[src/rtl/assert_macros.svh]
// Assertion helpers used by the RTL top level.
`ifndef ASSERT_MACROS_SVH
`define ASSERT_MACROS_SVH

// Same-cycle implication, disabled during reset.
`define AST_SAME(label, ante, cons) \
  label: assert property (@(posedge clk) disable iff (rst) (ante) |-> (cons)) \
    else $error("assertion failed");

// Next-cycle implication, disabled during reset.
`define AST_NEXT(label, ante, cons) \
  label: assert property (@(posedge clk) disable iff (rst) (ante) |=> (cons)) \
    else $error("assertion failed");

`endif

[src/rtl/ltq_pkg.sv]
package ltq_pkg;

  localparam int UNIT_W         = 8;
  localparam int UNIT_COUNT_DEF = 256;

  localparam logic ACT_PUSH = 1'b0;
  localparam logic ACT_POP  = 1'b1;

  typedef struct packed {
    logic load;  // capture item, read link of current head
    logic exec;  // apply the operation, load result registers
  } cmd_t;

endpackage

[src/rtl/linked_transmit_queue_top.sv]
// Linked transmit queue: FIFO of unit numbers kept as a linked list.
// Result: registered in the EXEC state, shown in DONE and held there while rsp_stall is high.
// One item at a time: a new item is taken only once the last result is taken;
//   each item passes the registered link read, the update (EXEC) and the result stage (DONE).
// Reset (rst, synchronous): queue empty, all links read as identity.
`include "assert_macros.svh"

module linked_transmit_queue_top #(
  parameter int UNIT_COUNT = ltq_pkg::UNIT_COUNT_DEF
) (
  input  logic                       clk,
  input  logic                       rst,
  input  logic                       req_valid,
  output logic                       req_stall,
  input  logic                       action,
  input  logic [ltq_pkg::UNIT_W-1:0] unit,
  output logic                       rsp_valid,
  input  logic                       rsp_stall,
  output logic [ltq_pkg::UNIT_W-1:0] prior_tail,
  output logic                       had_tail,
  output logic [ltq_pkg::UNIT_W-1:0] head_unit,
  output logic                       not_empty,
  output logic                       pop_error
);
  import ltq_pkg::*;

  cmd_t cmd;

  ltq_ctrl u_ctrl (
    .clk       (clk),
    .rst       (rst),
    .req_valid (req_valid),
    .req_stall (req_stall),
    .rsp_valid (rsp_valid),
    .rsp_stall (rsp_stall),
    .cmd       (cmd)
  );

  ltq_dp #(
    .UNIT_COUNT (UNIT_COUNT)
  ) u_dp (
    .clk        (clk),
    .rst        (rst),
    .cmd        (cmd),
    .action     (action),
    .unit       (unit),
    .prior_tail (prior_tail),
    .had_tail   (had_tail),
    .head_unit  (head_unit),
    .not_empty  (not_empty),
    .pop_error  (pop_error)
  );

  `AST_SAME(a_perr_empty, rsp_valid && pop_error, !not_empty && !had_tail)
  `AST_SAME(a_empty_head, rsp_valid && !not_empty, head_unit == '0)
  `AST_SAME(a_push_keeps, rsp_valid && had_tail, not_empty && !pop_error)
  `AST_NEXT(a_one_item, req_valid && !req_stall, req_stall && !rsp_valid)

endmodule

[src/rtl/ltq_ctrl.sv]
module ltq_ctrl (
  input  logic          clk,
  input  logic          rst,
  input  logic          req_valid,
  output logic          req_stall,
  output logic          rsp_valid,
  input  logic          rsp_stall,
  output ltq_pkg::cmd_t cmd
);
  import ltq_pkg::*;

  typedef enum logic [2:0] {
    S_IDLE = 3'b001,
    S_EXEC = 3'b010,
    S_DONE = 3'b100
  } state_t;

  state_t state, state_next;

  always_comb begin
    state_next = state;
    case (state)
      S_IDLE: begin
        if (req_valid) state_next = S_EXEC;
      end
      S_EXEC: state_next = S_DONE;
      S_DONE: begin
        if (!rsp_stall) state_next = S_IDLE;
      end
      default: state_next = S_IDLE;
    endcase
  end

  always_ff @(posedge clk) begin
    if (rst) state <= S_IDLE;
    else     state <= state_next;
  end

  assign req_stall = (state != S_IDLE);
  assign rsp_valid = (state == S_DONE);
  assign cmd.load  = (state == S_IDLE) && req_valid;
  assign cmd.exec  = (state == S_EXEC);

endmodule

[src/rtl/ltq_dp.sv]
module ltq_dp #(
  parameter int UNIT_COUNT = ltq_pkg::UNIT_COUNT_DEF
) (
  input  logic                       clk,
  input  logic                       rst,
  input  ltq_pkg::cmd_t              cmd,
  input  logic                       action,
  input  logic [ltq_pkg::UNIT_W-1:0] unit,
  output logic [ltq_pkg::UNIT_W-1:0] prior_tail,
  output logic                       had_tail,
  output logic [ltq_pkg::UNIT_W-1:0] head_unit,
  output logic                       not_empty,
  output logic                       pop_error
);
  import ltq_pkg::*;

  localparam int IDX_W = (UNIT_COUNT > 1) ? $clog2(UNIT_COUNT) : 1;

  // Link memory; an entry without its valid bit reads as its own index.
  logic [UNIT_W-1:0]     mem [UNIT_COUNT];
  logic [UNIT_COUNT-1:0] lvalid;

  logic [UNIT_W-1:0] head, tail;
  logic              filled;

  logic              act_q;
  logic [UNIT_W-1:0] unit_q;
  logic [UNIT_W-1:0] link_q;
  logic              link_ok_q;

  logic [IDX_W-1:0]  head_idx, tail_idx;
  logic [UNIT_W-1:0] nxt;
  logic              in_range;

  logic [UNIT_W-1:0] head_next, tail_next;
  logic              filled_next;
  logic              mem_we, set_valid, clr_valid;
  logic [UNIT_W-1:0] prior_next;
  logic              had_next, perr_next;

  assign head_idx = head[IDX_W-1:0];
  assign tail_idx = tail[IDX_W-1:0];
  assign nxt      = link_ok_q ? link_q : head;
  assign in_range = ({1'b0, unit_q} < (UNIT_W+1)'(UNIT_COUNT));

  always_comb begin
    head_next   = head;
    tail_next   = tail;
    filled_next = filled;
    mem_we      = 1'b0;
    set_valid   = 1'b0;
    clr_valid   = 1'b0;
    prior_next  = '0;
    had_next    = 1'b0;
    perr_next   = 1'b0;
    if (act_q == ACT_PUSH) begin
      if (filled) begin
        prior_next = tail;
        had_next   = 1'b1;
      end
      if (in_range) begin
        tail_next = unit_q;
        if (filled) begin
          mem_we    = 1'b1;
          set_valid = 1'b1;
        end else begin
          head_next   = unit_q;
          filled_next = 1'b1;
        end
      end
    end else begin
      if (!filled) begin
        perr_next = 1'b1;
      end else if (nxt == head) begin
        // last entry leaves
        head_next   = '0;
        tail_next   = '0;
        filled_next = 1'b0;
      end else begin
        head_next = nxt;
        clr_valid = 1'b1;
      end
    end
  end

  always_ff @(posedge clk) begin
    if (cmd.load) link_q <= mem[head_idx];
    if (cmd.exec && mem_we) mem[tail_idx] <= unit_q;
  end

  always_ff @(posedge clk) begin
    if (rst) begin
      lvalid <= '0;
      head   <= '0;
      tail   <= '0;
      filled <= 1'b0;
    end else if (cmd.exec) begin
      if (set_valid) lvalid[tail_idx] <= 1'b1;
      if (clr_valid) lvalid[head_idx] <= 1'b0;
      head   <= head_next;
      tail   <= tail_next;
      filled <= filled_next;
    end
  end

  always_ff @(posedge clk) begin
    if (cmd.load) begin
      act_q     <= action;
      unit_q    <= unit;
      link_ok_q <= lvalid[head_idx];
    end
    if (cmd.exec) begin
      prior_tail <= prior_next;
      had_tail   <= had_next;
      head_unit  <= filled_next ? head_next : '0;
      not_empty  <= filled_next;
      pop_error  <= perr_next;
    end
  end

endmodule
[config.mk]
export PLATFORM = sky130hd
export DESIGN_NAME = linked_transmit_queue_top
export DESIGN_NICKNAME = d
export VERILOG_FILES = /design/src/rtl/ltq_pkg.sv /design/src/rtl/linked_transmit_queue_top.sv /design/src/rtl/ltq_ctrl.sv /design/src/rtl/ltq_dp.sv
export VERILOG_INCLUDE_DIRS = /design/src /design/src/rtl
export SDC_FILE = /design/constraint.sdc
export NUM_CORES = 2
export LEC_CHECK = 0
export BUFFER_PORTS_ARGS = -buffer_cell sky130_fd_sc_hd__buf_2
export CAP_MARGIN = 30
export CELL_PAD_IN_SITES_DETAIL_PLACEMENT = 0
export CELL_PAD_IN_SITES_GLOBAL_PLACEMENT = 1
export CORE_UTILIZATION = 25
export CTS_CLUSTER_DIAMETER = 120
export DETAILED_ROUTE_END_ITERATION = 10
export PLACE_DENSITY_LB_ADDON = 0.12
export REMOVE_ABC_BUFFERS = 1
export SYNTH_ARGS = -nofsm -noshare
export SYNTH_HDL_FRONTEND = slang
export SYNTH_SLANG_ARGS = --single-unit
[constraint.sdc]
create_clock -name clk -period 4.1 [get_ports clk]
set_clock_uncertainty 0.2 [all_clocks]
set_input_delay 0.82 -clock clk [delete_from_list [all_inputs] [get_ports clk]]
set_output_delay 0.82 -clock clk [all_outputs]
set_load 0.01 [all_outputs]
==> reports/metrics.cfg <==
[status]
outcome = finished, final reports clean

[critical_path]
cp.required_ns = 4.54
cp_slowest_cell = dfxtp_4
crit_family = multiplexers
cp_num_buf_inv = 3
r2r_slack_ns = 0.11
end_kind = flop
start_kind = flop
cp.arrival_ns = 4.43
max_stage_delay_ns = 0.68
worst_r2r_path_depth = 8
path_max_fanout = 16
reg2reg_to = u_dp.link_q[2]
criticalPathCategory = reg -> reg
r2r_start = u_dp.head[0]
crit_chain = buf_12 > buf_12 > mux4_2 > mux4_2 > a21oi_1 > buf_4 > nand4_1 > or4b_1

[clock_network]
ctsLongestPathBuffers = 4
cts_max_level = 5
numCtsBuffers = 284
cts-root-buf = clkbuf_16
cts.clk_slew.worst_paths_ns = 0.06
post_cts_buffers = 0
cts.sinks = 2361
clkLatencyLatePin_ns = 0.90
cts_tree = built

[worst_hold_path]
worstHoldStart = rsp_stall
hold_path_depth = 5
hold_path_end = u_ctrl.state[2]
hp-class = in -> reg

[power]
powerDensity_mw_per_mm2 = 466
leakagePower_nw = 34.2
ir_drop_uv = 293

[placed_design]
dp_worst_setup_slack_ns = -0.183
dpl_cell_area_mm2 = 0.104
place_congestion = 0.780
hpwl_um = 226000
portBuffers = 33

[routing]
viasPerCell = 4.78
vias = 51400
drcViolationCount = 0
firstDrtPassIters = 7
wl_per_cell_um = 31.7
final_antenna_net_count = 0
first_iter_violations = 4907
wl_um = 341000

[floorplanning]
chipHeight_um = 612
start_util_pct = 25.2
die_w_um = 612
num_io_pins = 34
die_area_mm2 = 0.375
rows = 223
core_area_mm2 = 0.370

[yosys]
ys_seq_area_share_pct = 73.2
yosysWarningCount = 0
synthesis.instances = 4915
ys_ff_latch = 2361
synth_edf_count = 2085
syn-cell-area_mm2 = 0.0931
ys_async_sr_fraction_pct = 0
yosys_most_used_dff = edfxtp_1
synth.distinct_cells = 63
avgSynthCellArea_um2 = 18.9

[grt]
grt_first_pass_wirelength_um = 465000
antenna_found_initial = 22
grt_pass1_vias = 52400
grt_usage_pct = 18.0
grt-ovfl-total = 0
grt_max_degree = 145

[job]
drv_cap = 0

[final_layout]
layout-drive-gt1-share_pct = 31.3
fin_nets = 5571
area.growth.synth_to_final_pct = 21.6
fin_area_mm2 = 0.113

[timing]
rsz0062_at_grt = no
report.final.slew_viol_count = 0
fin_ws_ns = 0.107
slew_headroom_pct = 17.2
finalCritPeriodShare_pct = 97.4
whs_ns = 0.165
hold_viol_final = 0
fmax_mhz = 250
setup_viol = 0
worst_slew_pin_slew_ns = 1.24
period_needed_ns = 3.99

==> cells in the mapped netlist, types with 5 or more instances <==
master    instances  share of area, %
o32ai_1          11              0.10
mux2i_1          98               1.1
and3_1            6             0.040
nand2_1         118              0.48
a22oi_1          22              0.18
nor3b_1           6             0.048
mux4_2          621                15
buf_2           136              0.73
edfxtp_1       2085                67
buf_4            23              0.19
o211ai_1          9             0.073
nor2_1          360               1.5
a31oi_1          12             0.081
nand4_1          12             0.081
xnor2_1           8             0.075
clkbuf_1        159              0.64
nor3_1           32              0.17
nand2b_1         22              0.15
o22ai_1          49              0.33
or2_2             5             0.034
a211oi_1        275               2.2
nand3_1          25              0.13
dfxtp_1         276               5.9
nand3b_1          6             0.048
a22o_1            6             0.056
and2_1           27              0.18
a21oi_1         304               1.6
buf_6            12              0.15
a221oi_1          7             0.066
a221o_1           5             0.054
nor2b_1          19              0.13
mux2_2           26              0.31
a32oi_1           5             0.047
buf_1            30              0.12
inv_1             6             0.024
o21ai_0          35              0.19
==> worst reg2reg max path, stage by stage, from the launching register on <==
cell,delay (ns)
dfxtp_4,0.68
buf_12,0.26
buf_12,0.21
mux4_2,0.60
mux4_2,0.56
a21oi_1,0.44
buf_4,0.24
nand4_1,0.09
or4b_1,0.46
==> how the worst max path moves through the flow <==
stage	cells after the start	to	slack, ns	from
2_1_floorplan	6	u_dp.link_q[2]	-23.53	u_dp.head[0]
3_3_place_gp	8	u_dp.link_q[5]	-0.28	u_dp.head[0]
3_5_place_dp	8	u_dp.link_q[5]	-0.18	u_dp.head[0]
4_1_cts	9	u_dp.link_q[7]	0.11	u_dp.head[0]
5_1_grt	9	u_dp.link_q[1]	0.0002	u_dp.head[0]
6_report	8	u_dp.link_q[2]	0.11	u_dp.head[0]
==> kinds of logic after synthesis <==
family / after synthesis / synth area share [%]
xor+xnor: 8 / 0.0753
mux: 745 / 16.4
compound gates: 757 / 5.19
simple gates: 676 / 3.29
buf+inv: 368 / 1.86
flops: 2361 / 73.2
==> registers in the layout, summed over array words and instances (netlist names) <==
name / flops
u_dp.head_unit: 8
u_dp.unit_q: 8
u_dp.not_empty: 1
u_dp.lvalid: 256
u_dp.head: 8
u_dp.had_tail: 1
u_dp.pop_error: 1
u_dp.tail: 8
u_ctrl.state: 3
u_dp.link_ok_q: 1
u_dp.prior_tail: 8
u_dp.link_q: 8
u_dp.act_q: 1
u_dp.mem: 2048
u_dp.filled: 1
==> per-layer routing <==
layer,up-vias,global-route usage [%],routed length (um)
li1,21600,-,-
met1,28100,25.1,155000
met2,1356,29.6,164000
met3,368,2.23,14600
met4,0,4.19,7660
met5,-,0,0
==> repair_timing <==
item,4_1_cts,5_1_grt
endpoints found under the setup margin,3,1
hold endpoints to repair,10,0
hold buffers,10,0
resized for setup,3,1
==> metrics by stage <==
stage / utilization [%] / TNS [ns] / power (mW) / std cells
final: 30.6 / 0 / 52.7 / 10700
after detailed placement: 28.1 / -0.343 / 28.1 / 10200
after floorplan: - / -5672.69 / 27.7 / 4554
after CTS: 30.6 / 0 / 53.4 / 10700
after global placement: 28.0 / -0.516 / 28.1 / 10200
after global routing: 30.6 / 0 / 54.3 / 10700
==> layout by cell type, fill, tap and decap left out, types with 24 or more instances in the layout <==
cell	count
clkinv_1	53
buf_12	66
mux2_2	26
mux4_2	621
clkbuf_1	69
a211oi_1	275
nor2_1	358
dfxtp_1	269
o22ai_1	49
clkbuf_16	291
clkinv_2	39
buf_2	32
o21ai_0	35
mux2i_1	96
nand2_1	109
buf_4	598
and2_1	27
a21oi_1	304
edfxtp_1	2085
bufinv_16	24
==> area by class of cell <==
type                            count  area [um2]
Fill cell                       36100      257000
Timing Repair Buffer              718        6220
Clock inverter                    146        1490
Tap cell                         4950        6190
Sequential cell                  2361       68200
Antenna cell                       10        25.0
Clock buffer                      366        7620
Inverter                            7        28.8
Multi-Input combinational cell   2186       23400
==> report_power, final <==
part	total (mW)	switching, mW	internal, mW
clock	25.1	10.4	14.7
sequential	26.3	0.0588	26.2
combinational	1.31	0.956	0.351
(Power assumes the default switching activity.)
